`src/design/fpfa_pkg.sv`:
```
// fpfa_pkg: shared types and codes of the fixed partition fit allocator
// used by fpfa_pick and the top level; depends on nothing
`timescale 1ns / 1ps

package fpfa_pkg;

	localparam logic [1:0] CMD_LOAD  = 2'd0;
	localparam logic [1:0] CMD_ALLOC = 2'd1;
	localparam logic [1:0] CMD_CLEAR = 2'd2;

	localparam int CFG_IDX_W  = 1;
	localparam int CFG_DATA_W = 6;

	localparam logic [CFG_IDX_W-1:0] CFG_FIT_MODE        = 1'd0;
	localparam logic [CFG_IDX_W-1:0] CFG_PARTITION_COUNT = 1'd1;

	localparam logic FIT_BEST  = 1'b0;
	localparam logic FIT_FIRST = 1'b1;

	localparam logic [5:0] COUNT_RESET = 6'd32;

	typedef struct packed {
		logic [1:0]  cmd;
		logic [4:0]  entry_index;
		logic [15:0] size_value;
	} req_t;

	typedef struct packed {
		logic        found;
		logic [4:0]  chosen_index;
		logic [15:0] leftover;
	} res_t;

	typedef enum logic [2:0] {
		ST_IDLE = 3'b001,
		ST_SCAN = 3'b010,
		ST_DONE = 3'b100
	} state_t;

endpackage

```
`src/design/fpfa_ram.sv`:
```
// fpfa_ram: generic simple dual port ram, one write and one registered read port
// depends on nothing
`timescale 1ns / 1ps

module fpfa_ram #(
	parameter int WIDTH = 16,
	parameter int DEPTH = 32
) (
	input  logic                     clk,
	input  logic                     we,
	input  logic [$clog2(DEPTH)-1:0] waddr,
	input  logic [WIDTH-1:0]         wdata,
	input  logic                     re,
	input  logic [$clog2(DEPTH)-1:0] raddr,
	output logic [WIDTH-1:0]         rdata
);

	logic [WIDTH-1:0] mem [DEPTH];

	always_ff @(posedge clk) begin
		if (we) begin
			mem[waddr] <= wdata;
		end
		if (re) begin
			rdata <= mem[raddr];
		end
	end

endmodule

```
`src/design/fpfa_pick.sv`:
```
// fpfa_pick: compares each scanned partition with the request and keeps the best
// candidate so far, or the first fitting one in first fit mode; depends on fpfa_pkg
`timescale 1ns / 1ps

module fpfa_pick #(
	parameter int IDX_W     = 5,
	parameter int SIZE_BITS = 16
) (
	input  logic                 clk,
	input  logic                 arst_n,
	input  logic                 start,
	input  logic                 eval,
	input  logic                 fit_mode,
	input  logic                 used,
	input  logic [SIZE_BITS-1:0] psize,
	input  logic [SIZE_BITS-1:0] req_size,
	input  logic [IDX_W-1:0]     idx,
	output logic                 have,
	output logic [IDX_W-1:0]     best_idx,
	output logic [SIZE_BITS-1:0] best_left
);

	logic                 have_q;
	logic [IDX_W-1:0]     best_idx_q;
	logic [SIZE_BITS-1:0] best_left_q;
	logic                 fits;
	logic [SIZE_BITS-1:0] left;
	logic                 take;

	assign fits = !used && (psize >= req_size);
	assign left = psize - req_size;
	assign take = eval && fits &&
		!(have_q && ((fit_mode == fpfa_pkg::FIT_FIRST) || (left >= best_left_q)));

	always_ff @(posedge clk or negedge arst_n) begin
		if (!arst_n) begin
			have_q <= 1'b0;
		end else if (start) begin
			have_q <= 1'b0;
		end else if (take) begin
			have_q <= 1'b1;
		end
	end

	always_ff @(posedge clk) begin
		if (take) begin
			best_idx_q  <= idx;
			best_left_q <= left;
		end
	end

	assign have      = have_q;
	assign best_idx  = best_idx_q;
	assign best_left = best_left_q;

endmodule

```
`src/design/fixed_partition_fit_allocator.sv`:
```
// fixed_partition_fit_allocator: top level, request and result channels, config
// registers, scan sequencer and used marks; depends on fpfa_pkg, fpfa_ram, fpfa_pick
`timescale 1ns / 1ps

// Keeps a table of partition sizes in a ram plus one used mark per partition.
// A load request writes one size and frees that partition, a clear request frees
// all of them; both are applied when accepted and give no result. An allocate request scans
// the table one entry per cycle through the ram read port and returns one result;
// the scan covers n entries, n being min(partition_count, NUM_PARTITIONS), and
// stops earlier in first fit mode, at the first hit.
// The size table has no reset and needs no clearing pass; used marks are cleared
// at reset. Configuration is accepted at any time but must only change while idle.
module fixed_partition_fit_allocator #(
	parameter int NUM_PARTITIONS = 32,
	parameter int SIZE_BITS      = 16
) (
	input  logic                                clk,
	input  logic                                arst_n,
	input  logic                                req_valid,
	output logic                                req_ready,
	input  fpfa_pkg::req_t                      req_data,
	output logic                                res_valid,
	input  logic                                res_ready,
	output fpfa_pkg::res_t                      res_data,
	input  logic                                cfg_valid,
	output logic                                cfg_ready,
	input  logic [fpfa_pkg::CFG_IDX_W-1:0]      cfg_index,
	input  logic [fpfa_pkg::CFG_DATA_W-1:0]     cfg_data
);

	localparam int IDX_W = $clog2(NUM_PARTITIONS);
	localparam int CNT_W = $clog2(NUM_PARTITIONS + 1);

	fpfa_pkg::state_t      state_q;
	logic                  fit_mode_q;
	logic [5:0]            count_q;
	logic [CNT_W-1:0]      scan_q;
	logic [CNT_W-1:0]      n_q;
	logic [CNT_W-1:0]      n_eff;
	logic [SIZE_BITS-1:0]  req_q;
	logic                  rd_v_s1;
	logic [IDX_W-1:0]      rd_idx_s1;
	logic                  used_s1;
	logic [NUM_PARTITIONS-1:0] used_q;
	fpfa_pkg::res_t        res_q;
	logic                  res_valid_q;

	logic                  req_acc;
	logic                  do_load;
	logic                  do_alloc;
	logic                  do_clear;
	logic                  issue;
	logic [IDX_W-1:0]      scan_addr;
	logic [IDX_W-1:0]      load_addr;
	logic [SIZE_BITS-1:0]  rdata;
	logic                  have;
	logic [IDX_W-1:0]      best_idx;
	logic [SIZE_BITS-1:0]  best_left;
	logic                  load_out;

	// request decode
	assign req_ready = (state_q == fpfa_pkg::ST_IDLE);
	assign req_acc   = req_valid && req_ready;
	assign do_load   = req_acc && (req_data.cmd == fpfa_pkg::CMD_LOAD) &&
		(32'(req_data.entry_index) < 32'(NUM_PARTITIONS));
	assign do_alloc  = req_acc && (req_data.cmd == fpfa_pkg::CMD_ALLOC);
	assign do_clear  = req_acc && (req_data.cmd == fpfa_pkg::CMD_CLEAR);
	assign load_addr = IDX_W'(req_data.entry_index);

	assign n_eff = (32'(count_q) > 32'(NUM_PARTITIONS)) ?
		CNT_W'(NUM_PARTITIONS) : CNT_W'(count_q);

	// scan control
	assign scan_addr = scan_q[IDX_W-1:0];
	assign issue     = (state_q == fpfa_pkg::ST_SCAN) && (scan_q < n_q) &&
		!((fit_mode_q == fpfa_pkg::FIT_FIRST) && have);
	assign load_out  = (state_q == fpfa_pkg::ST_DONE) && (!res_valid_q || res_ready);

	// config registers
	assign cfg_ready = 1'b1;

	always_ff @(posedge clk or negedge arst_n) begin
		if (!arst_n) begin
			fit_mode_q <= fpfa_pkg::FIT_BEST;
			count_q    <= fpfa_pkg::COUNT_RESET;
		end else if (cfg_valid) begin
			unique case (cfg_index)
				fpfa_pkg::CFG_FIT_MODE:        fit_mode_q <= cfg_data[0];
				fpfa_pkg::CFG_PARTITION_COUNT: count_q    <= cfg_data;
				default: ;
			endcase
		end
	end

	// sequencer
	always_ff @(posedge clk or negedge arst_n) begin
		if (!arst_n) begin
			state_q <= fpfa_pkg::ST_IDLE;
			scan_q  <= '0;
			n_q     <= '0;
			rd_v_s1 <= 1'b0;
		end else begin
			rd_v_s1 <= issue;
			unique case (state_q)
				fpfa_pkg::ST_IDLE: begin
					if (do_alloc) begin
						state_q <= fpfa_pkg::ST_SCAN;
						scan_q  <= '0;
						n_q     <= n_eff;
					end
				end
				fpfa_pkg::ST_SCAN: begin
					if (issue) begin
						scan_q <= scan_q + CNT_W'(1);
					end else if (!rd_v_s1) begin
						state_q <= fpfa_pkg::ST_DONE;
					end
				end
				fpfa_pkg::ST_DONE: begin
					if (load_out) begin
						state_q <= fpfa_pkg::ST_IDLE;
					end
				end
				default: state_q <= fpfa_pkg::ST_IDLE;
			endcase
		end
	end

	always_ff @(posedge clk) begin
		if (do_alloc) begin
			req_q <= SIZE_BITS'(req_data.size_value);
		end
		if (issue) begin
			rd_idx_s1 <= scan_addr;
			used_s1   <= used_q[scan_addr];
		end
	end

	// used marks
	always_ff @(posedge clk or negedge arst_n) begin
		if (!arst_n) begin
			used_q <= '0;
		end else if (do_clear) begin
			used_q <= '0;
		end else if (do_load) begin
			used_q[load_addr] <= 1'b0;
		end else if (load_out && have) begin
			used_q[best_idx] <= 1'b1;
		end
	end

	// result register
	always_ff @(posedge clk or negedge arst_n) begin
		if (!arst_n) begin
			res_valid_q <= 1'b0;
		end else if (load_out) begin
			res_valid_q <= 1'b1;
		end else if (res_ready) begin
			res_valid_q <= 1'b0;
		end
	end

	always_ff @(posedge clk) begin
		if (load_out) begin
			res_q.found        <= have;
			res_q.chosen_index <= have ? 5'(best_idx) : 5'd0;
			res_q.leftover     <= have ? 16'(best_left) : 16'd0;
		end
	end

	assign res_valid = res_valid_q;
	assign res_data  = res_q;

	fpfa_ram #(
		.WIDTH (SIZE_BITS),
		.DEPTH (NUM_PARTITIONS)
	) u_size_ram (
		.clk   (clk),
		.we    (do_load),
		.waddr (load_addr),
		.wdata (SIZE_BITS'(req_data.size_value)),
		.re    (issue),
		.raddr (scan_addr),
		.rdata (rdata)
	);

	fpfa_pick #(
		.IDX_W     (IDX_W),
		.SIZE_BITS (SIZE_BITS)
	) u_pick (
		.clk       (clk),
		.arst_n    (arst_n),
		.start     (do_alloc),
		.eval      (rd_v_s1),
		.fit_mode  (fit_mode_q),
		.used      (used_s1),
		.psize     (rdata),
		.req_size  (req_q),
		.idx       (rd_idx_s1),
		.have      (have),
		.best_idx  (best_idx),
		.best_left (best_left)
	);

	// a granted partition must be free and inside the active range
	a_grant_free: assert property (@(posedge clk) disable iff (!arst_n)
		(load_out && have) |-> !used_q[best_idx])
		else $error("granted partition already used");

	a_grant_range: assert property (@(posedge clk) disable iff (!arst_n)
		(load_out && have) |-> (CNT_W'(best_idx) < n_q))
		else $error("granted partition outside active count");

	a_scan_bound: assert property (@(posedge clk) disable iff (!arst_n)
		(state_q == fpfa_pkg::ST_SCAN) |-> (scan_q <= n_q))
		else $error("scan counter past active count");

	a_read_in_scan: assert property (@(posedge clk) disable iff (!arst_n)
		rd_v_s1 |-> $past(state_q == fpfa_pkg::ST_SCAN))
		else $error("ram read outside scan");

endmodule
```
`config.mk`:
```
export PLATFORM = sky130hd
export DESIGN_NAME = fixed_partition_fit_allocator
export DESIGN_NICKNAME = d
export VERILOG_FILES = /design/src/design/fpfa_pkg.sv /design/src/design/fpfa_ram.sv /design/src/design/fpfa_pick.sv /design/src/design/fixed_partition_fit_allocator.sv
export SDC_FILE = /design/constraint.sdc
export NUM_CORES = 1
export LEC_CHECK = 0
export BUFFER_PORTS_ARGS = -buffer_cell sky130_fd_sc_hd__buf_2
export CAP_MARGIN = 20
export CORE_MARGIN = 8
export CORE_UTILIZATION = 45
export DETAILED_ROUTE_END_ITERATION = 16
export HOLD_SLACK_MARGIN = 0.08
export PLACE_DENSITY = 0.61
export SLEW_MARGIN = 0
export SYNTH_ARGS = -nofsm -noshare
export SYNTH_HDL_FRONTEND = slang
export SYNTH_SLANG_ARGS = --single-unit
export TNS_END_PERCENT = 30
```
`constraint.sdc`:
```
create_clock -name clk -period 4.5 [get_ports clk]
set_input_delay 0.9 -clock clk [delete_from_list [all_inputs] [get_ports clk]]
set_output_delay 0.9 -clock clk [all_outputs]
set_load 0.02 [all_outputs]
```
==> metrics.txt, run 1 <==
synth-to-layout area growth 14.2%; vias 13200; postcts setup bufs 0; Yosys warning count 0; CTS clk-pin slew, worst paths 0.06 ns; CTS Buffer Depth 3; Tcrit/Tclk final 89.4%; Overall Global Routing Usage 18.0%; gpl congestion 0.818; Layout fillers 4598; commonest non-fill, non-tap cell in the layout edfxtp_1; crit path cell chain inv_1 -> ha_1 -> nor2b_1 -> o31a_1 -> o31ai_1 -> o21ai_0 -> xor2_1 -> ha_1 -> a21oi_1 -> o21ai_0 -> nor4_1 -> o21ai_0 -> a31oi_2 -> buf_4; r2r worst-path depth 14; syn nets 1454; FMAX 0.249 GHz; Setup Skew 0.0240 ns; Lkg Pwr 0.0100 µW; # H-tree levels 3; CP max FO 13; via-per-instance ratio 5.71; most frequent cells in the layout edfxtp_1 (593), mux4_2 (170), o21ai_0 (82), nand2_1 (75), clkbuf_16 (70); Yosys reg bits 650; Peak VDD IR 0.316 mV; Total Die Area 66200 µm²; WP data required 4.77 ns; Synth Flop Type edfxtp_1; max-slew violation total from the final report 0; Cell Area, Synth 26200 µm²; Hold Path Depth 0; grt ovf 0; initial core utilization 45.5%; DP Wirelength 35700 µm; starting DRC count in detailed routing 1456; CTS tree done; max_slew headroom 27.7%; Syn Area/Cell 19.0 µm²; element type at the critical path end flop; Worst path slowest cell o31ai_1; CTS root buf clkbuf_16; Util after Layout 52.0%; Hold WC Path Type flop to flop; run status complete, no violations; worst-margin pin slew 1.08 ns; first-pass GRT wire length 89000 µm; layout cells sized above 1 27.9%; synth unique cells 58; post-layout minimum cycle time 4.02 ns; Vert. Die Dim 257 µm; DIE WIDTH 257 µm; WL/cell 25.6 µm; # DRC 0; core area 57600 µm²; Hold Vio Cnt, Final 0; Max-cap violations 0; CP startpoint kind flop; CP arrival 4.29 ns; cell area after layout 29900 µm²; Pwr Density 499 nW/µm²; largest net degree at the start of global routing 118; Area after DPL 27700 µm²; CTS resizes 0; I/O pin cnt 60; Final #Nets 1580; instance count on the critical path 14; Critical path buffers and inverters 2; initial antenna violation count 1; Antenna Violating Nets Remaining 0; Pwr Total 15000 µW; Final setup viols 0; hold slack 0.415 ns; CTS Hold Buffers Added 0; unrepaired setup endpoints after global routing no; slowest cell delay on critical path 0.51 ns; Antenna Cells 0; post-route setup TNS 0 ns; Syn Inst Count 1380; worst skew pair latency 0.59 ns; CP dominant cell by count o21ai_0; Total Wirelength 59400 µm; DRT Pass-1 Iters 7; via count of the first global-routing pass 13800; clock sinks 650; cts bufs inserted 68; critical path's top delay family compound AO/OA/AOI/OAI gates; CP Class flop to flop; Post-synth ARST share 8.77%; number of synthesized flops with an enable pin 593; row count 88; register area share after synthesis 73.4%; Buffers on Ports 58
==> report_power, final <==
part | switching [µW] | internal, µW | leakage (µW)
logic | 1320 | 1150 | 0.00287
clock network | 2210 | 3360 | 0.00107
registers | 133 | 6780 | 0.00610
total | 3660 | 11300 | 0.0100
==> cell type report <==
cell class | instances | area (µm²) | share of cell area (%)
clock buffer | 87 | 1820 | 6.06
clock inverter | 28 | 378 | 1.26
inverter | 50 | 188 | 0.627
multi-input combinational | 621 | 6600 | 22.0
sequential | 650 | 19200 | 64.3
tap | 765 | 957 | 3.20
timing repair buffer | 115 | 756 | 2.52
==> per-stage QoR <==
stage          worst slack (ns)  cells
2_1_floorplan            0.0775   1380
3_5_place_dp              0.494   2201
6_report                  0.476   2316
5_1_grt                   0.189   2316
3_3_place_gp              0.622   2201
4_1_cts                   0.462   2316
==> flip-flops by register name, indices dropped and copies added, names as in the netlist, 3 cells and up <==
signal / cells
count_q: 6
n_q: 6
rd_idx_s1: 5
req_q: 16
res_data: 22
scan_q: 6
state_q: 3
u_pick.best_idx: 5
u_pick.best_left: 16
u_size_ram.mem: 512
u_size_ram.rdata: 16
used_q: 32
==> path summary, 6_finish.rpt <==
check,from,end,slack [ns]
worst min register to register,rd_idx_s1[4],u_pick.best_idx[4],0.42
min in group asynchronous,arst_n,u_pick.have,0.50
worst min-delay path,rd_idx_s1[4],u_pick.best_idx[4],0.42
max in group asynchronous,arst_n,scan_q[1],3.40
worst max-delay path,req_q[1],u_pick.best_left[5],0.48
worst max register to register,req_q[1],u_pick.best_left[5],0.48
==> Yosys cell counts, types with 3 or more instances <==
library cell / number / area [µm²]
a211oi_1: 3 / 22.5
a21o_1: 3 / 22.5
a21oi_1: 14 / 70.1
a31oi_1: 5 / 31.3
and2_1: 8 / 50.1
buf_1: 13 / 48.8
buf_2: 7 / 35.0
buf_4: 12 / 90.1
clkbuf_1: 25 / 93.8
dfrtp_1: 55 / 1380
edfxtp_1: 593 / 17800
ha_1: 38 / 475
inv_1: 47 / 176
mux2_2: 7 / 78.8
mux4_2: 170 / 3830
nand2_1: 75 / 282
nand2b_1: 6 / 37.5
nand3_1: 10 / 50.1
nand3b_1: 8 / 60.1
nand4_1: 11 / 68.8
nand4b_1: 6 / 52.6
nor2_1: 99 / 372
nor2b_1: 8 / 50.1
nor3_1: 7 / 35.0
nor3b_1: 3 / 22.5
o211ai_1: 3 / 22.5
o21a_1: 4 / 30.0
o21ai_0: 82 / 410
o21ai_1: 3 / 15.0
or3_1: 6 / 37.5
xnor2_1: 10 / 87.6
==> cells by family (layout without fill, tap and decap cells) <==
| logic type | count (synthesis) | after routing | share of synthesized area (%) |
|---|---|---|---|
| flip-flops | 650 | 650 | 73.4 |
| AND/OR/NAND/NOR | 256 | 256 | 4.54 |
| multiplexers | 179 | 179 | 15.0 |
| AO/OA/AOI/OAI | 134 | 134 | 2.94 |
| buffers and inverters | 109 | 280 | 1.82 |
| adder cells (fa/ha/maj) | 39 | 39 | 1.89 |
| XOR/XNOR | 12 | 12 | 0.401 |
| other | 1 | 1 | 0.0143 |
==> metal layers <==
layer  part of all wire (%)  up-vias  GRT usage [%]
li1                       -     5765              -
met1                     43     6922           25.2
met2                     48      447           28.7
met3                    6.8       87           3.94
met4                    2.1        2           4.64
met5                  0.017        -              0
No activity file was read; power rests on OpenSTA's default activity.
==> inputs of run 2 (changes only) <==
Settings changed: CTS_BUF_LIST from default to sky130_fd_sc_hd__clkbuf_2.
==> metrics.txt, run 2 (same netlist as run 1, synthesis figures left out) <==
# DRC 0 (unchanged); Flop pwr share 52.3% (+6.1 points); Final #Nets 1705 (+7.9%); M3 GR Usage 5.19% (+1.2 points); WP data required 5.48 ns (+0.71 ns); WL/cell 24.1 µm (-5.9%); CP Class flop to flop; via count of the first global-routing pass 14600 (+6.1%); cell area after layout 29500 µm² (-1.5%); DP Wirelength 35700 µm (unchanged); Most Crowded Layer GR met2; grt ovf 0 (unchanged); via-per-instance ratio 5.51 (-3.4%); Area after DPL 27700 µm² (unchanged); Final setup viols 0 (unchanged); starting DRC count in detailed routing 1386 (-4.8%); crit path cell chain inv_1 -> ha_1 -> nor2b_1 -> o31a_1 -> o31ai_1 -> o21ai_0 -> xor2_1 -> ha_1 -> a21oi_1 -> o21ai_0 -> nor4_1 -> o21ai_0 -> a31oi_2 -> buf_4; unrepaired setup endpoints after global routing no; Sequential Area 19200 µm² (unchanged); largest net degree at the start of global routing 118 (unchanged); Hold WC Path Type input port to flop; synth-to-layout area growth 12.5%; CTS clk-pin slew, worst paths 0.10 ns (+0.04 ns); Setup crit end u_pick.best_left[3]; Hold Startpoint req_data[21]; FMAX 0.252 GHz (+1.3%); Peak VDD IR 0.269 mV (-15%); Worst path slowest cell o31ai_1; Reg with most FFs u_size_ram.mem; worst skew pair latency 1.30 ns (+0.71 ns); Tcrit/Tclk final 88.3% (-1.2 points); element type at the critical path end flop; core area 57600 µm² (unchanged); CP max FO 13 (unchanged); cts bufs inserted 160 (+140%); CP arrival 4.96 ns (+0.67 ns); CP startpoint kind flop; register-to-register setup slack 0.53 ns (+0.05 ns); initial antenna violation count 2 (+1); slowest cell delay on critical path 0.50 ns (about the same); Pwr Density 447 nW/µm² (-11%); Vert. Die Dim 257 µm (unchanged); max-slew violation total from the final report 0 (unchanged); r2r worst-path depth 14 (unchanged); post-route setup TNS 0 ns (unchanged); Setup Skew 0.0893 ns (+0.0653 ns); # H-tree levels 4 (+1); routing usage on met1 24.9% (-0.27 points); I/O pin cnt 60 (unchanged); vias 13900 (+5.1%); layout cells sized above 1 33.8% (+6.0 points); row count 88 (unchanged); Total Wirelength 60800 µm (+2.4%); postcts setup bufs 0 (unchanged); DIE WIDTH 257 µm (unchanged); Place WS 0.494 ns (unchanged); Critical R2R Launch req_q[1]; run status complete, no violations; Overall Global Routing Usage 18.6% (+0.59 points); post-layout minimum cycle time 3.97 ns (-0.0521 ns); most frequent cells in the layout edfxtp_1 (593), clkbuf_2 (236), mux4_2 (170), o21ai_0 (82), nand2_1 (75); Hold Vio Cnt, Final 0 (unchanged); initial core utilization 45.5% (unchanged); clock sinks 650 (unchanged); Layout fillers 4754 (+3.4%); combinational share of power 19.1% (+2.6 points); max_slew headroom 28.7% (+0.95 points); first-pass GRT wire length 91100 µm (+2.4%); Antenna Violating Nets Remaining 0 (unchanged); Critical R2R Capture u_pick.best_left[3]; routing usage on met2 29.2% (+0.54 points); max reg flops 512 (unchanged); Critical Path Start req_q[1]; Total Die Area 66200 µm² (unchanged); CP dominant cell by count o21ai_0; Int Power 9400 µW (-17%); commonest non-fill, non-tap cell in the layout edfxtp_1; CTS tree done; worst-margin pin slew 1.07 ns (-0.0143 ns); Max-cap violations 0 (unchanged); gpl congestion 0.818 (unchanged); DRT Pass-1 Iters 5 (-2); Lkg Pwr 0.0102 µW (+1.7%); Clock Power Share 28.5% (-8.7 points); final setup margin 0.528 ns (+0.0521 ns); Sw Pwr 3770 µW (+3.1%); area of the multi-input gates 6600 µm² (unchanged); Switching Fraction 28.6% (+4.2 points); CTS root buf clkbuf_2; CTS Buffer Depth 3 (unchanged); Buffers on Ports 58 (unchanged)
[run 2: cell count changes in the layout (fill, tap and decap cells not counted), moves of 2 or more]
cell	change
clkbuf_2	+236
clkbuf_16	-70
dlygate4sd3_1	+33
clkinv_1	+24
clkbuf_1	-17
bufinv_16	-8
diode_2	+5
inv_2	+5
clkinv_2	-2
[run 2: per-stage QoR]
stage | hold WS (ns) | power, µW | cells | utilization [%]
5_1_grt | 0.188 | 13900 | 2521 | 51.2
4_1_cts | 0.103 | 13400 | 2516 | 51.2
3_5_place_dp | 0.405 | 9550 | 2201 | 48.2
6_report | 0.284 | 13200 | 2521 | 51.2
3_3_place_gp | 0.403 | 9510 | 2201 | 48.2
2_1_floorplan | 0.400 | 8760 | 1380 | -
[run 2: routing by layer]
layer	up-vias	share of wire, %
li1	6138	-
met5	-	0
met1	7147	42
met2	516	48
met3	99	7.2
met4	0	2.1
[run 2: power groups by stage]
stage | Combinational, µW | Clock (µW) | Sequential [µW]
after floorplan | 1810 | 0 | 6950
after global placement | 2480 | 0 | 7030
after detailed placement | 2520 | 0 | 7040
after CTS | 2550 | 3910 | 6900
after global routing | 2720 | 4220 | 6920
final | 2520 | 3760 | 6900
[run 2: how the worst min path moves through the flow]
stage | endpoint | depth (start not counted)
2_1_floorplan | u_pick.best_idx[0] | 0
3_3_place_gp | u_pick.best_idx[3] | 0
3_5_place_dp | u_pick.best_idx[4] | 0
4_1_cts | n_q[0] | 4
5_1_grt | n_q[0] | 4
6_report | n_q[0] | 4
[run 2: layout make-up]
type                       instances  share of cell area, %
antenna                            5                 0.0424
tap                              765                   3.25
timing repair buffer             148                   3.68
clock inverter                    46                  0.751
clock buffer                     236                   4.01
sequential                       650                   65.3
inverter                          50                  0.636
multi-input combinational        621                   22.4
[run 2: worst max-delay path, delay by kind of cell (launching register included)]
kind / cells / cell delay (ns)
fa+ha+maj: 2 / 0.58
compound gates: 7 / 1.67
simple gates: 2 / 0.50
flops: 1 / 0.39
xor+xnor: 1 / 0.23
buf+inv: 2 / 0.30
[run 2: repair_timing]
item                                   CTS  global route
hold buffers                            33             0
resized for setup                        0             0
endpoints found under the hold margin  569             0
